`src/sv/dsa_pkg.sv`:
```
// Package for the decimal string add/subtract block.
// Item, result and job types, symbol codes and sizing constants; no dependencies.
package dsa_pkg;

  localparam int MAX_DIGITS_DEF = 32;
  localparam int LEN_W          = 6;

  localparam logic [3:0] SYM_MINUS = 4'd10;
  localparam logic [3:0] DIGIT_MAX = 4'd9;
  localparam logic [4:0] RADIX     = 5'd10;

  localparam logic OP_ADD   = 1'b0;
  localparam logic OP_SUB   = 1'b1;
  localparam logic SEL_A    = 1'b0;
  localparam logic SEL_B    = 1'b1;

  typedef struct packed {
    logic       operation;
    logic       operand_select;
    logic [3:0] digit;
    logic       last_digit;
  } in_item_t;

  typedef struct packed {
    logic [3:0] symbol;
    logic       last_symbol;
    logic       overflow;
  } out_item_t;

  typedef struct packed {
    logic             op;
    logic [LEN_W-1:0] a_len;
    logic [LEN_W-1:0] b_len;
    logic             ovf;
  } job_t;

endpackage

```
`src/sv/dsa_ram.sv`:
```
// Generic single-write, single-read RAM with registered read data.
// No dependencies.
module dsa_ram #(
  parameter int WIDTH  = 4,
  parameter int DEPTH  = 32,
  parameter int ADDR_W = 5
) (
  input  logic              clk,
  input  logic              we,
  input  logic [ADDR_W-1:0] waddr,
  input  logic [WIDTH-1:0]  wdata,
  input  logic [ADDR_W-1:0] raddr,
  output logic [WIDTH-1:0]  rdata
);

  logic [WIDTH-1:0] mem [DEPTH];
  logic [WIDTH-1:0] rdata_r;

  always_ff @(posedge clk) begin
    if (we) begin
      mem[waddr] <= wdata;
    end
    rdata_r <= mem[raddr];
  end

  assign rdata = rdata_r;

endmodule

```
`src/sv/dsa_jobq.sv`:
```
// Two-entry job queue between the loader front and the arithmetic back.
// Depends on dsa_pkg for the job type.
module dsa_jobq (
  input  logic          clk,
  input  logic          rst_n,
  input  logic          push,
  output logic          full,
  input  dsa_pkg::job_t din,
  input  logic          pop,
  output logic          empty,
  output dsa_pkg::job_t dout
);
  import dsa_pkg::*;

  job_t       mem_r [2];
  logic       head_r, head_nxt;
  logic       tail_r, tail_nxt;
  logic [1:0] cnt_r,  cnt_nxt;
  logic       do_push, do_pop;

  assign full    = (cnt_r == 2'd2);
  assign empty   = (cnt_r == 2'd0);
  assign do_push = push & ~full;
  assign do_pop  = pop & ~empty;
  assign dout    = mem_r[head_r];

  always_comb begin
    head_nxt = head_r;
    tail_nxt = tail_r;
    cnt_nxt  = cnt_r;
    if (do_push) begin
      tail_nxt = ~tail_r;
    end
    if (do_pop) begin
      head_nxt = ~head_r;
    end
    if (do_push && !do_pop) begin
      cnt_nxt = cnt_r + 2'd1;
    end else if (do_pop && !do_push) begin
      cnt_nxt = cnt_r - 2'd1;
    end
  end

  always_ff @(posedge clk) begin
    if (!rst_n) begin
      head_r <= 1'b0;
      tail_r <= 1'b0;
      cnt_r  <= 2'd0;
    end else begin
      head_r <= head_nxt;
      tail_r <= tail_nxt;
      cnt_r  <= cnt_nxt;
    end
  end

  always_ff @(posedge clk) begin
    if (do_push) begin
      mem_r[tail_r] <= din;
    end
  end

endmodule

```
`src/sv/dsa_front.sv`:
```
// Loader front: takes digit items, writes the operand RAMs, tracks lengths and
// overflow, and queues a job on the final digit of B. Depends on dsa_pkg.
module dsa_front #(
  parameter int MAX_DIGITS = dsa_pkg::MAX_DIGITS_DEF,
  parameter int OPA_W      = 5
) (
  input  logic              clk,
  input  logic              rst_n,
  input  logic              push,
  output logic              full,
  input  dsa_pkg::in_item_t in_item,
  output logic              a_we,
  output logic [OPA_W-1:0]  a_waddr,
  output logic              b_we,
  output logic [OPA_W-1:0]  b_waddr,
  output logic [3:0]        wdata,
  output logic              job_push,
  input  logic              job_full,
  output dsa_pkg::job_t     job,
  input  logic              release_ops
);
  import dsa_pkg::*;

  localparam logic [LEN_W-1:0] MAX_LEN = LEN_W'(MAX_DIGITS);

  logic [LEN_W-1:0] a_len_r, a_len_nxt;
  logic [LEN_W-1:0] b_len_r, b_len_nxt;
  logic             a_closed_r, a_closed_nxt;
  logic             ovf_r, ovf_nxt;
  logic             hold_r, hold_nxt;
  logic             accept;
  logic [LEN_W-1:0] a_base;
  logic             b_at_cap;

  assign full     = hold_r | job_full;
  assign accept   = push & ~full;
  assign wdata    = (in_item.digit > DIGIT_MAX) ? DIGIT_MAX : in_item.digit;
  assign a_base   = a_closed_r ? '0 : a_len_r;
  assign b_at_cap = (b_len_r >= MAX_LEN);
  assign a_waddr  = a_base[OPA_W-1:0];
  assign b_waddr  = b_len_r[OPA_W-1:0];

  always_comb begin
    a_len_nxt    = a_len_r;
    b_len_nxt    = b_len_r;
    a_closed_nxt = a_closed_r;
    ovf_nxt      = ovf_r;
    hold_nxt     = hold_r;
    a_we         = 1'b0;
    b_we         = 1'b0;
    job_push     = 1'b0;
    job.op       = in_item.operation;
    job.a_len    = a_len_r;
    job.b_len    = b_at_cap ? b_len_r : b_len_r + 1'b1;
    job.ovf      = ovf_r | b_at_cap;
    if (accept) begin
      if (in_item.operand_select == SEL_A) begin
        a_closed_nxt = in_item.last_digit;
        if (a_base < MAX_LEN) begin
          a_we      = 1'b1;
          a_len_nxt = a_base + 1'b1;
        end else begin
          a_len_nxt = a_base;
          ovf_nxt   = 1'b1;
        end
      end else begin
        if (!b_at_cap) begin
          b_we      = 1'b1;
          b_len_nxt = b_len_r + 1'b1;
        end else begin
          ovf_nxt   = 1'b1;
        end
        if (in_item.last_digit) begin
          job_push     = 1'b1;
          a_len_nxt    = '0;
          b_len_nxt    = '0;
          a_closed_nxt = 1'b0;
          ovf_nxt      = 1'b0;
          hold_nxt     = 1'b1;
        end
      end
    end
    if (release_ops) begin
      hold_nxt = 1'b0;
    end
  end

  always_ff @(posedge clk) begin
    if (!rst_n) begin
      a_len_r    <= '0;
      b_len_r    <= '0;
      a_closed_r <= 1'b0;
      ovf_r      <= 1'b0;
      hold_r     <= 1'b0;
    end else begin
      a_len_r    <= a_len_nxt;
      b_len_r    <= b_len_nxt;
      a_closed_r <= a_closed_nxt;
      ovf_r      <= ovf_nxt;
      hold_r     <= hold_nxt;
    end
  end

endmodule

```
`src/sv/dsa_back.sv`:
```
// Arithmetic back: one pass over the operand RAMs forms the sum, A-B and B-A,
// then the result RAM is read out most significant first into a result queue.
// Depends on dsa_pkg.
module dsa_back #(
  parameter int OPA_W      = 5,
  parameter int RES_W      = 6
) (
  input  logic               clk,
  input  logic               rst_n,
  input  logic               job_empty,
  output logic               job_pop,
  input  dsa_pkg::job_t      job,
  output logic               release_ops,
  output logic [OPA_W-1:0]   a_raddr,
  input  logic [3:0]         a_rdata,
  output logic [OPA_W-1:0]   b_raddr,
  input  logic [3:0]         b_rdata,
  output logic               r_we,
  output logic [RES_W-1:0]   r_waddr,
  output logic [7:0]         r_wdata,
  output logic [RES_W-1:0]   r_raddr,
  input  logic [7:0]         r_rdata,
  input  logic               pop,
  output logic               empty,
  output dsa_pkg::out_item_t out_item
);
  import dsa_pkg::*;

  typedef enum logic [3:0] {
    ST_IDLE = 4'b0001,
    ST_CALC = 4'b0010,
    ST_FIN  = 4'b0100,
    ST_EMIT = 4'b1000
  } back_state_t;

  localparam logic [2:0] Q_DEPTH = 3'd4;

  back_state_t      state_r, state_nxt;
  job_t             job_r, job_nxt;
  logic [LEN_W-1:0] n_r, n_nxt;
  logic [LEN_W-1:0] iss_r, iss_nxt;
  logic             rd_v_r, rd_v_nxt;
  logic [LEN_W-1:0] rd_i_r, rd_i_nxt;
  logic             rd_ain_r, rd_ain_nxt;
  logic             rd_bin_r, rd_bin_nxt;
  logic             carry_r, carry_nxt;
  logic             bab_r, bab_nxt;
  logic             bba_r, bba_nxt;
  logic [LEN_W-1:0] nzl_r, nzl_nxt;
  logic [LEN_W-1:0] nzh_r, nzh_nxt;
  logic [LEN_W-1:0] ptr_r, ptr_nxt;
  logic             neg_r, neg_nxt;
  logic             minus_r, minus_nxt;
  logic             infl_r, infl_nxt;
  logic             infl_hi_r, infl_hi_nxt;
  logic             infl_ovf_r, infl_ovf_nxt;
  logic             infl_last_r, infl_last_nxt;

  out_item_t        q_mem_r [4];
  logic [1:0]       q_head_r, q_tail_r;
  logic [2:0]       q_cnt_r;
  logic             q_push, q_pop;
  out_item_t        q_din;

  logic [3:0]       a_d, b_d;
  logic [4:0]       sum, yab, yba;
  logic             s_ge, ab_lt, ba_lt;
  logic [4:0]       s_dig, ab_dig, ba_dig;
  logic             credit;
  logic             minus_push;
  logic [LEN_W-1:0] a_idx, b_idx;

  assign a_d    = rd_ain_r ? a_rdata : 4'd0;
  assign b_d    = rd_bin_r ? b_rdata : 4'd0;
  assign sum    = {1'b0, a_d} + {1'b0, b_d} + {4'd0, carry_r};
  assign s_ge   = (sum >= RADIX);
  assign s_dig  = s_ge ? sum - RADIX : sum;
  assign yab    = {1'b0, b_d} + {4'd0, bab_r};
  assign ab_lt  = ({1'b0, a_d} < yab);
  assign ab_dig = ab_lt ? {1'b0, a_d} + RADIX - yab : {1'b0, a_d} - yab;
  assign yba    = {1'b0, a_d} + {4'd0, bba_r};
  assign ba_lt  = ({1'b0, b_d} < yba);
  assign ba_dig = ba_lt ? {1'b0, b_d} + RADIX - yba : {1'b0, b_d} - yba;

  assign a_idx   = job_r.a_len - 1'b1 - iss_r;
  assign b_idx   = job_r.b_len - 1'b1 - iss_r;
  assign a_raddr = a_idx[OPA_W-1:0];
  assign b_raddr = b_idx[OPA_W-1:0];

  assign r_raddr = ptr_r[RES_W-1:0];
  assign credit  = ((q_cnt_r + {2'd0, infl_r}) < Q_DEPTH);
  assign empty   = (q_cnt_r == 3'd0);
  assign q_pop   = pop & ~empty;
  assign out_item = q_mem_r[q_head_r];

  always_comb begin
    state_nxt     = state_r;
    job_nxt       = job_r;
    n_nxt         = n_r;
    iss_nxt       = iss_r;
    rd_v_nxt      = 1'b0;
    rd_i_nxt      = rd_i_r;
    rd_ain_nxt    = rd_ain_r;
    rd_bin_nxt    = rd_bin_r;
    carry_nxt     = carry_r;
    bab_nxt       = bab_r;
    bba_nxt       = bba_r;
    nzl_nxt       = nzl_r;
    nzh_nxt       = nzh_r;
    ptr_nxt       = ptr_r;
    neg_nxt       = neg_r;
    minus_nxt     = minus_r;
    infl_nxt      = 1'b0;
    infl_hi_nxt   = infl_hi_r;
    infl_ovf_nxt  = infl_ovf_r;
    infl_last_nxt = infl_last_r;
    job_pop       = 1'b0;
    release_ops   = 1'b0;
    r_we          = 1'b0;
    r_waddr       = rd_i_r[RES_W-1:0];
    r_wdata       = (job_r.op == OP_SUB) ? {ba_dig[3:0], ab_dig[3:0]} : {4'd0, s_dig[3:0]};
    minus_push    = 1'b0;
    case (state_r)
      ST_IDLE: begin
        if (!job_empty) begin
          job_pop   = 1'b1;
          job_nxt   = job;
          n_nxt     = (job.a_len > job.b_len) ? job.a_len : job.b_len;
          iss_nxt   = '0;
          carry_nxt = 1'b0;
          bab_nxt   = 1'b0;
          bba_nxt   = 1'b0;
          nzl_nxt   = '0;
          nzh_nxt   = '0;
          state_nxt = ST_CALC;
        end
      end
      ST_CALC: begin
        if (iss_r < n_r) begin
          rd_v_nxt   = 1'b1;
          rd_i_nxt   = iss_r;
          rd_ain_nxt = (iss_r < job_r.a_len);
          rd_bin_nxt = (iss_r < job_r.b_len);
          iss_nxt    = iss_r + 1'b1;
        end
        if (rd_v_r) begin
          r_we      = 1'b1;
          carry_nxt = s_ge;
          bab_nxt   = ab_lt;
          bba_nxt   = ba_lt;
          if (((job_r.op == OP_SUB) ? ab_dig[3:0] : s_dig[3:0]) != 4'd0) begin
            nzl_nxt = rd_i_r;
          end
          if (ba_dig[3:0] != 4'd0) begin
            nzh_nxt = rd_i_r;
          end
          if (rd_i_r == n_r - 1'b1) begin
            state_nxt = ST_FIN;
          end
        end
      end
      ST_FIN: begin
        release_ops = 1'b1;
        r_waddr     = n_r[RES_W-1:0];
        r_wdata     = {7'd0, carry_r};
        if (job_r.op == OP_ADD) begin
          r_we      = 1'b1;
          neg_nxt   = 1'b0;
          ptr_nxt   = carry_r ? n_r : nzl_r;
        end else begin
          neg_nxt   = bab_r;
          ptr_nxt   = bab_r ? nzh_r : nzl_r;
        end
        minus_nxt = (job_r.op == OP_SUB) & bab_r;
        state_nxt = ST_EMIT;
      end
      ST_EMIT: begin
        if (credit) begin
          if (minus_r) begin
            minus_push = 1'b1;
            minus_nxt  = 1'b0;
          end else begin
            infl_nxt      = 1'b1;
            infl_hi_nxt   = neg_r;
            infl_ovf_nxt  = job_r.ovf;
            infl_last_nxt = (ptr_r == '0);
            if (ptr_r == '0) begin
              state_nxt = ST_IDLE;
            end else begin
              ptr_nxt = ptr_r - 1'b1;
            end
          end
        end
      end
      default: begin
        state_nxt = ST_IDLE;
      end
    endcase
  end

  always_comb begin
    q_push = infl_r | minus_push;
    if (infl_r) begin
      q_din.symbol      = infl_hi_r ? r_rdata[7:4] : r_rdata[3:0];
      q_din.last_symbol = infl_last_r;
      q_din.overflow    = infl_ovf_r;
    end else begin
      q_din.symbol      = SYM_MINUS;
      q_din.last_symbol = 1'b0;
      q_din.overflow    = job_r.ovf;
    end
  end

  always_ff @(posedge clk) begin
    if (!rst_n) begin
      state_r  <= ST_IDLE;
      rd_v_r   <= 1'b0;
      minus_r  <= 1'b0;
      infl_r   <= 1'b0;
      q_head_r <= 2'd0;
      q_tail_r <= 2'd0;
      q_cnt_r  <= 3'd0;
    end else begin
      state_r  <= state_nxt;
      rd_v_r   <= rd_v_nxt;
      minus_r  <= minus_nxt;
      infl_r   <= infl_nxt;
      if (q_push) begin
        q_tail_r <= q_tail_r + 2'd1;
      end
      if (q_pop) begin
        q_head_r <= q_head_r + 2'd1;
      end
      if (q_push && !q_pop) begin
        q_cnt_r <= q_cnt_r + 3'd1;
      end else if (q_pop && !q_push) begin
        q_cnt_r <= q_cnt_r - 3'd1;
      end
    end
  end

  always_ff @(posedge clk) begin
    job_r         <= job_nxt;
    n_r           <= n_nxt;
    iss_r         <= iss_nxt;
    rd_i_r        <= rd_i_nxt;
    rd_ain_r      <= rd_ain_nxt;
    rd_bin_r      <= rd_bin_nxt;
    carry_r       <= carry_nxt;
    bab_r         <= bab_nxt;
    bba_r         <= bba_nxt;
    nzl_r         <= nzl_nxt;
    nzh_r         <= nzh_nxt;
    ptr_r         <= ptr_nxt;
    neg_r         <= neg_nxt;
    infl_hi_r     <= infl_hi_nxt;
    infl_ovf_r    <= infl_ovf_nxt;
    infl_last_r   <= infl_last_nxt;
    if (q_push) begin
      q_mem_r[q_tail_r] <= q_din;
    end
  end

endmodule

```
`src/sv/decimal_string_add_subtract.sv`:
```
// Top level of the decimal string adder/subtractor.
// Depends on dsa_pkg, dsa_ram, dsa_jobq, dsa_front and dsa_back.
//
//   channel  handshake      payload      direction
//   input    push / full    in_item      in: one digit of A or B
//   result   pop / empty    out_item     out: one result symbol
//
// A digit item is taken when push is high and full is low. B's final digit
// queues a job; the back picks it up, walks max(len A, len B) digit positions
// at one per cycle through the registered operand RAM read ports, wraps up,
// then sends one symbol per cycle from the result RAM while the result queue
// has room. full stays high after the final B digit until the back has finished
// that walk. Reset is synchronous, active low; no memory clearing.
module decimal_string_add_subtract #(
  parameter int MAX_DIGITS = dsa_pkg::MAX_DIGITS_DEF
) (
  input  logic               clk,
  input  logic               rst_n,
  input  logic               push,
  output logic               full,
  input  dsa_pkg::in_item_t  in_item,
  input  logic               pop,
  output logic               empty,
  output dsa_pkg::out_item_t out_item
);
  import dsa_pkg::*;

  localparam int OPA_W = (MAX_DIGITS > 1) ? $clog2(MAX_DIGITS) : 1;
  localparam int RES_W = $clog2(MAX_DIGITS + 1);

  logic             a_we, b_we;
  logic [OPA_W-1:0] a_waddr, b_waddr, a_raddr, b_raddr;
  logic [3:0]       wdata, a_rdata, b_rdata;
  logic             r_we;
  logic [RES_W-1:0] r_waddr, r_raddr;
  logic [7:0]       r_wdata, r_rdata;
  logic             job_push, job_full, job_pop, job_empty;
  job_t             job_in, job_out;
  logic             release_ops;

  dsa_front #(
    .MAX_DIGITS (MAX_DIGITS),
    .OPA_W      (OPA_W)
  ) u_front (
    .clk         (clk),
    .rst_n       (rst_n),
    .push        (push),
    .full        (full),
    .in_item     (in_item),
    .a_we        (a_we),
    .a_waddr     (a_waddr),
    .b_we        (b_we),
    .b_waddr     (b_waddr),
    .wdata       (wdata),
    .job_push    (job_push),
    .job_full    (job_full),
    .job         (job_in),
    .release_ops (release_ops)
  );

  dsa_jobq u_jobq (
    .clk   (clk),
    .rst_n (rst_n),
    .push  (job_push),
    .full  (job_full),
    .din   (job_in),
    .pop   (job_pop),
    .empty (job_empty),
    .dout  (job_out)
  );

  dsa_ram #(.WIDTH(4), .DEPTH(MAX_DIGITS), .ADDR_W(OPA_W)) u_ram_a (
    .clk   (clk),
    .we    (a_we),
    .waddr (a_waddr),
    .wdata (wdata),
    .raddr (a_raddr),
    .rdata (a_rdata)
  );

  dsa_ram #(.WIDTH(4), .DEPTH(MAX_DIGITS), .ADDR_W(OPA_W)) u_ram_b (
    .clk   (clk),
    .we    (b_we),
    .waddr (b_waddr),
    .wdata (wdata),
    .raddr (b_raddr),
    .rdata (b_rdata)
  );

  dsa_ram #(.WIDTH(8), .DEPTH(MAX_DIGITS + 1), .ADDR_W(RES_W)) u_ram_res (
    .clk   (clk),
    .we    (r_we),
    .waddr (r_waddr),
    .wdata (r_wdata),
    .raddr (r_raddr),
    .rdata (r_rdata)
  );

  dsa_back #(
    .OPA_W      (OPA_W),
    .RES_W      (RES_W)
  ) u_back (
    .clk         (clk),
    .rst_n       (rst_n),
    .job_empty   (job_empty),
    .job_pop     (job_pop),
    .job         (job_out),
    .release_ops (release_ops),
    .a_raddr     (a_raddr),
    .a_rdata     (a_rdata),
    .b_raddr     (b_raddr),
    .b_rdata     (b_rdata),
    .r_we        (r_we),
    .r_waddr     (r_waddr),
    .r_wdata     (r_wdata),
    .r_raddr     (r_raddr),
    .r_rdata     (r_rdata),
    .pop         (pop),
    .empty       (empty),
    .out_item    (out_item)
  );

endmodule

```
`config.mk`:
```
export PLATFORM = sky130hd
export DESIGN_NAME = decimal_string_add_subtract
export DESIGN_NICKNAME = d
export VERILOG_FILES = /design/src/sv/dsa_pkg.sv /design/src/sv/dsa_ram.sv /design/src/sv/dsa_jobq.sv /design/src/sv/dsa_front.sv /design/src/sv/dsa_back.sv /design/src/sv/decimal_string_add_subtract.sv
export SDC_FILE = /design/constraint.sdc
export NUM_CORES = 1
export LEC_CHECK = 0
export BUFFER_PORTS_ARGS = -buffer_cell sky130_fd_sc_hd__buf_4
export CAP_MARGIN = 10
export CELL_PAD_IN_SITES_DETAIL_PLACEMENT = 0
export CELL_PAD_IN_SITES_GLOBAL_PLACEMENT = 2
export CORE_UTILIZATION = 52
export DETAILED_ROUTE_END_ITERATION = 10
export GPL_ROUTABILITY_DRIVEN = 0
export GPL_TIMING_DRIVEN = 1
export PLACE_DENSITY_LB_ADDON = 0.1
export SKIP_LAST_GASP = 1
export SLEW_MARGIN = 25
export SYNTH_ARGS = -nofsm -noshare
export SYNTH_HDL_FRONTEND = slang
export SYNTH_SLANG_ARGS = --single-unit
```
`constraint.sdc`:
```
create_clock -name clk -period 8.45 [get_ports clk]
set_clock_uncertainty 0.2 [all_clocks]
set_input_delay 0 -clock clk [delete_from_list [all_inputs] [get_ports clk]]
set_output_delay 0 -clock clk [all_outputs]
set_load 0.005 [all_outputs]
```
==> metrics.txt, run 1 <==
# port buffers 18; global-route wire length before repair just over 90 mm; GRT overflow 0; Routed WL between 60 and 70 mm; area grow syn2layout 12.50%; GRT Util Overall 22.30%; Post-DRT Antenna Nets 0; Clock Pin Slew Worst Setup and Hold Paths 0.06 ns; Initial Util between 50% and 60%; Pleak 10.94 nW; cell count after synthesis roughly 1700; hold path cells 3; Post-synth ARST share 0%; Setup CP Type flop to flop; cts repair resizes 0; Seq/Total Area, Yosys 68.89%; share of layout cells above drive strength 1 19.44%; Worst path slowest cell a31oi_1; Synth cell types 62; Layout Nets between 1500 and 2000; CTS sink count slightly below 700; WP data required 8.47 ns; cts hold-fix bufs 14; max-cap violations 0; deepest clock path buffer count 3; final hold vios 0; R2R Path Start u_back.rd_bin_r$_DFFE_PP_; relative slew slack 30.50%; die width approximately 240 um; final setup violation count 0; Worst R2R Setup Slack about 4.3 ns; Die ar. between 50000 and 60000 um^2; Peak VDD IR 0.0002080 V; Top FF cell, synth edfxtp_1; Ports 19; mean area per synthesized cell 16.86 um^2; drt drc 0; vias around 15000; Final HPWL DP 40.24 mm; yosys warns 0; crit end category flop; DR WL/cell approximately 23 um; Cell Chain, Critical Path and2_1 -> ha_1 -> ha_1 -> ha_1 -> nor2b_1 -> o31a_1 -> o21ai_0 -> nor2_1 -> a311o_1 -> o211a_1 -> a31oi_1; synth top area cells edfxtp_1 65%, mux4_2 11%, dfxtp_1 3.6%; EDFF count, synth ~630; post-synth top area share ~65%; Synth Register Bits between 600 and 700; Root Driver clkbuf_16; Final Slew Violations 0; TNS Setup 0 ns; Die Y-Extent 238.2 um; Least-Margin Pin Slew around 1.0 ns; PD cells about 330 nW/um^2; final period utilization around 49%; Num CTS Buffers between 70 and 80; Std-Cell Rows between 80 and 90; synthesized cell area between 20000 and 30000 um^2; Setup crit start u_back.rd_bin_r$_DFFE_PP_; dpl cell area ~30000 um^2; CTS tree done; number of global-route vias before repair about 15000; largest net degree at the start of global routing about 70; drt pass-1 iters 5; slowest stage delay, CP 0.54 ns; Final Cell Area 32640 um^2; Mapped Nets approximately 1800; RSZ-0062 raised after global routing false; drt via density approximately 5.6; status finished, final reports clean; Setup Buffers After CTS 0; Critical Path Start Type flop; hold_sp in_item[1]; initial antenna violation count 0; CP dominant cell by count ha_1; critical path arrival 4.16 ns; violation count after the first detailed-route iteration 937; Min-Delay Endpoint u_ram_a.mem[14][0]$_DFFE_PP_; Worst R2R Path Depth 11; Worst Path Max Fanout 8; min Tclk post-route between 4 and 5 ns; FF-to-FF End u_back.nzl_r[5]$_DFFE_PP_; post-synth top area cell edfxtp_1; worst skew pair latency around 0.6 ns; H-tree depth 3; FMAX 241.6 MHz; diode count 0; CORE AREA 55090 um^2; Worst Hold Class input port to flop
-- power breakdown --
part / internal (mW) / total [mW] / switching (mW) / leakage, nW
clock: 1.92 / 3.17 / 1.26 / 1.15
sequential: 4.40 / 4.55 / 0.149 / 6.16
combinational: 1.21 / 2.92 / 1.71 / 3.64
-- how the worst max path moves through the flow --
| stage | slack, ns | to | cells past startpoint |
|---|---|---|---|
| floorplan | 3.99 | u_ram_res.mem[0][2]$_DFFE_PP_ | 10 |
| global route | 4.00 | u_back.nzl_r[2]$_DFFE_PP_ | 14 |
| global placement | 4.14 | u_ram_res.mem[28][1]$_DFFE_PP_ | 14 |
| CTS | 4.10 | u_ram_res.mem[21][3]$_DFFE_PP_ | 15 |
| finish | 4.31 | u_back.nzl_r[5]$_DFFE_PP_ | 11 |
| detailed placement | 4.12 | u_ram_res.mem[15][3]$_DFFE_PP_ | 15 |
-- layout by cell type, fill, tap and decap left out, drive strengths merged, types with 12 or more instances in the layout --
cell,n
buf,45
a21oi,45
dlygate4sd3,14
nand2,65
edfxtp,631
mux4,143
o21ai,38
nor3,12
mux2i,51
clkinv,13
clkbuf,104
o21a,13
ha,70
nand3,22
dfxtp,52
nor2,150
nor2b,35
xnor2,39
inv,75
and2,24
nand2b,15
mux2,36
-- synthesized netlist by cell type (3+ instances only) --
cell type,number
dfxtp_1,52
o21a_1,13
mux4_2,143
fa_1,6
nor2b_1,35
nand4_1,4
a21boi_0,9
xnor2_1,39
nor3_1,12
and2_1,23
nor3b_1,3
a22oi_1,8
a31oi_1,7
nand3_1,22
o31ai_1,4
a21o_1,10
clkbuf_1,40
nand2b_1,15
edfxtp_1,631
o211ai_1,3
inv_1,72
mux2_2,36
buf_2,13
ha_1,70
mux2i_1,51
buf_1,8
o221ai_1,7
or2_2,6
or3_1,4
nand2_1,65
a21oi_1,45
nor2_1,150
xor2_1,10
o21ai_0,37
nand3b_1,8
and3_1,9
a211oi_1,10
o22ai_1,9
-- cell families (layout without fill, tap and decap cells) --
family | count (synthesis) | after routing | synth area share (%)
AND/OR/NAND/NOR | 366 | 366 | 6.041
multiplexers | 230 | 230 | 14.26
adder cells (fa/ha/maj) | 76 | 76 | 3.432
buffers and inverters | 138 | 264 | 1.919
flip-flops | 683 | 683 | 68.89
XOR/XNOR | 49 | 49 | 1.479
AO/OA/AOI/OAI | 179 | 179 | 3.984
-- metal layers --
layer  global-route usage (%)  vias up  part of all wire [%]
met5                        0        -                     0
met4                    7.984        0                   2.8
met3                    3.216       99                   4.2
met2                    39.23      325                    52
met1                    28.20     7332                    41
li1                         -     6833                     -
-- flip-flops by register name, indices dropped and copies added (netlist names), 8 cells and up, named ones only --
register	flops
u_ram_res.mem	264
u_back.q_mem_r	24
u_back.job_r	14
u_ram_a.mem	128
u_jobq.mem_r	28
u_ram_res.rdata	8
u_ram_b.mem	128
-- worst max-delay path, delay by kind of cell (launching register included) --
family | cells | cell delay (ns)
AO/OA/AOI/OAI | 5 | 1.78
adder cells (fa/ha/maj) | 3 | 0.83
flip-flops | 1 | 0.50
AND/OR/NAND/NOR | 3 | 0.46
-- through the flow --
stage / setup WS, ns / std cells / utilization (%) / power, mW / hold WS [ns]
after floorplan: 3.992 / 1721 / - / 6.580 / -0.1011
after global placement: 4.142 / 2449 / 54.59 / 7.512 / -0.004226
after detailed placement: 4.125 / 2449 / 54.61 / 7.579 / -0.004995
after CTS: 4.097 / 2595 / 59.21 / 10.76 / 0.03579
after global routing: 4.005 / 2595 / 59.25 / 11.14 / 0.09749
final: 4.310 / 2595 / 59.25 / 10.64 / 0.05348
-- layout make-up --
cell class | count | area [um^2]
clock buffers | 104 | 2024
clock inverters | 28 | 369.1
fillers | 4155 | 22450
inverters | 73 | 274.0
multi-input cells | 900 | 8572
flip-flops and latches | 683 | 19990
well taps | 748 | 935.9
repair buffers | 59 | 478.0
(Power assumes the default switching activity.)
==> run 2, diff against run 1 <==
- CORE_UTILIZATION: 52 -> 44
- clock period: 8.45 -> 3.7 ns (I/O delays scaled with it)
==> metrics.txt, run 2 (synthesis results as in run 1) <==
die width 258.8 um; Filler cells between 5000 and 6000; Final Slew Violations 0; most frequent cells in the layout 631 x edfxtp_1, 143 x mux4_2, 141 x nor2_1; # port buffers 18; Largest regs u_ram_res.mem: 264 flops, u_ram_a.mem: 128 flops, u_ram_b.mem: 128 flops; TNS Setup 0 ns; Pleak about 11 nW; WP data required approximately 3.8 ns; Final Cell Area about 34000 um^2; Ports 19; max-cap violations 0; Seq pwr share roughly two fifths; Pint between 15 and 20 mW; crit end category flop; Std-Cell Rows 93; H-tree depth 3; area grow syn2layout 16.04%; GRT Util Overall approximately a fifth; global-route wire length before repair between 90 and 100 mm; violation count after the first detailed-route iteration 1098; final period utilization between 90% and 100%; register area 19990 um^2; CORE AREA 64810 um^2; Largest register FFs between 200 and 300; share of layout cells above drive strength 1 approximately a quarter; Least-Margin Pin Slew between 1 and 1.5 ns; PD cells approximately 760 nW/um^2; Critical Path Start Type flop; largest net degree at the start of global routing 68; Num CTS Buffers 74; critical path arrival roughly 3.7 ns; Post-DRT Antenna Nets 0; Logic pwr share 30.9%; Setup CP Type flop to flop; DR WL/cell 23.26 um; CTS tree done; Peak VDD IR 0.0005092 V; Initial Util approximately 45%; Worst R2R Path Depth 13; clock power share 28.7%; Root Driver clkbuf_16; sw power between 7 and 8 mW; commonest non-fill, non-tap cell in the layout edfxtp_1; hold_sp in_item[0]; Worst Hold Class input port to flop; Min-Delay Endpoint u_front.b_len_r[5]$_SDFFE_PN0P_; Multi-input gate area 8678 um^2; deepest clock path buffer count 3; Layout Nets slightly below 2000; sw frac between 30% and 40%; Core Util, Final approximately half; Worst Path Max Fanout 6; drt drc 0; vias 15230; relative slew slack between 20% and 30%; CTS sink count just under 700; Routed WL approximately 65 mm; hold path cells 5; Clock Pin Slew Worst Setup and Hold Paths approximately 0.060 ns; FF-to-FF End u_back.nzl_r[5]$_DFFE_PP_; GRT overflow 0; worst skew pair latency 0.61 ns; initial antenna violation count 1; final setup violation count 0; Worst R2R Setup Slack around 0.15 ns; drt pass-1 iters 5; min Tclk post-route about 3.6 ns; final hold vios 0; Biggest register u_ram_res.mem; Final HPWL DP between 40 and 50 mm; Die Y-Extent ~260 um; number of global-route vias before repair 15980; Die ar. approximately 67000 um^2; dpl cell area slightly above 30000 um^2; status finished, final reports clean; R2R Path Start u_back.rd_bin_r$_DFFE_PP_; drt via density approximately 5.4; FMAX 281.5 MHz
[run 2: worst max path at each step]
stage | slack, ns | start | cells past startpoint | end
floorplan | -0.03 | u_back.rd_bin_r$_DFFE_PP_ | 11 | u_back.nzl_r[0]$_DFFE_PP_
global placement | -0.21 | u_back.rd_bin_r$_DFFE_PP_ | 14 | u_ram_res.mem[8][1]$_DFFE_PP_
detailed placement | -0.35 | u_back.rd_bin_r$_DFFE_PP_ | 11 | u_ram_res.mem[13][1]$_DFFE_PP_
CTS | -0.03 | u_back.rd_bin_r$_DFFE_PP_ | 13 | u_back.nzl_r[5]$_DFFE_PP_
global route | -0.01 | u_back.rd_bin_r$_DFFE_PP_ | 15 | u_back.nzl_r[5]$_DFFE_PP_
finish | 0.15 | u_back.rd_bin_r$_DFFE_PP_ | 13 | u_back.nzl_r[5]$_DFFE_PP_
[run 2: critical path, cell delays in order, from the launching register on]
cell      delay [ns]
edfxtp_1        0.39
and2_4          0.16
ha_2            0.20
ha_4            0.27
inv_1           0.04
ha_1            0.27
inv_1           0.04
ha_1            0.18
inv_1           0.07
fa_1            0.41
a311o_2         0.45
o211a_1         0.28
a31oi_4         0.15
buf_6           0.15
[run 2: power by group through the flow]
stage               clock, mW  sequential [mW]  combinational (mW)
finish                   7.30             10.3                7.85
global route             7.73             10.3                8.58
CTS                      7.46             10.3                7.65
detailed placement          0             10.5                7.33
global placement            0             10.4                7.24
floorplan                   0             10.4                4.67
[run 2: timing repair]
action	CTS	global route
buffers inserted	1	2
gates resized for setup	9	23
cloned	1	1
hold endpoints to repair	244	0
endpoints found under the setup margin	72	159
pin swaps	1	7
hold buffers	13	0
[run 2: per-stage QoR]
step / power, mW / std cells / hold WS [ns] / setup slack [ns]
final: 25.43 / 2796 / 0.1376 / 0.1473
after global placement: 17.69 / 2642 / -0.01031 / -0.2079
after global routing: 26.65 / 2795 / 0.1690 / -0.009902
after CTS: 25.41 / 2792 / 0.1179 / -0.02729
after floorplan: 15.05 / 1721 / -0.1011 / -0.02884
after detailed placement: 17.79 / 2642 / -0.0004032 / -0.3467
[run 2: layout make-up]
cell class	count	share of cell area, %
timing repair buffer	147	3.694
multi-input combinational	902	25.77
antenna	1	0.007432
tap	855	3.177
clock buffer	85	5.779
clock inverter	50	1.386
sequential	683	59.37
inverter	73	0.8138
[run 2: metal layers]
| layer | up-vias | wire length, um | track usage [%] | part of all wire, % |
|---|---|---|---|---|
| met5 | - | 0 | 0 | 0 |
| met4 | 0 | 1412 | 5.588 | 2.2 |
| met3 | 92 | 2575 | 2.924 | 4.0 |
| met2 | 314 | 32040 | 33.34 | 49 |
| met1 | 7794 | 29000 | 27.60 | 45 |
| li1 | 7027 | - | - | - |
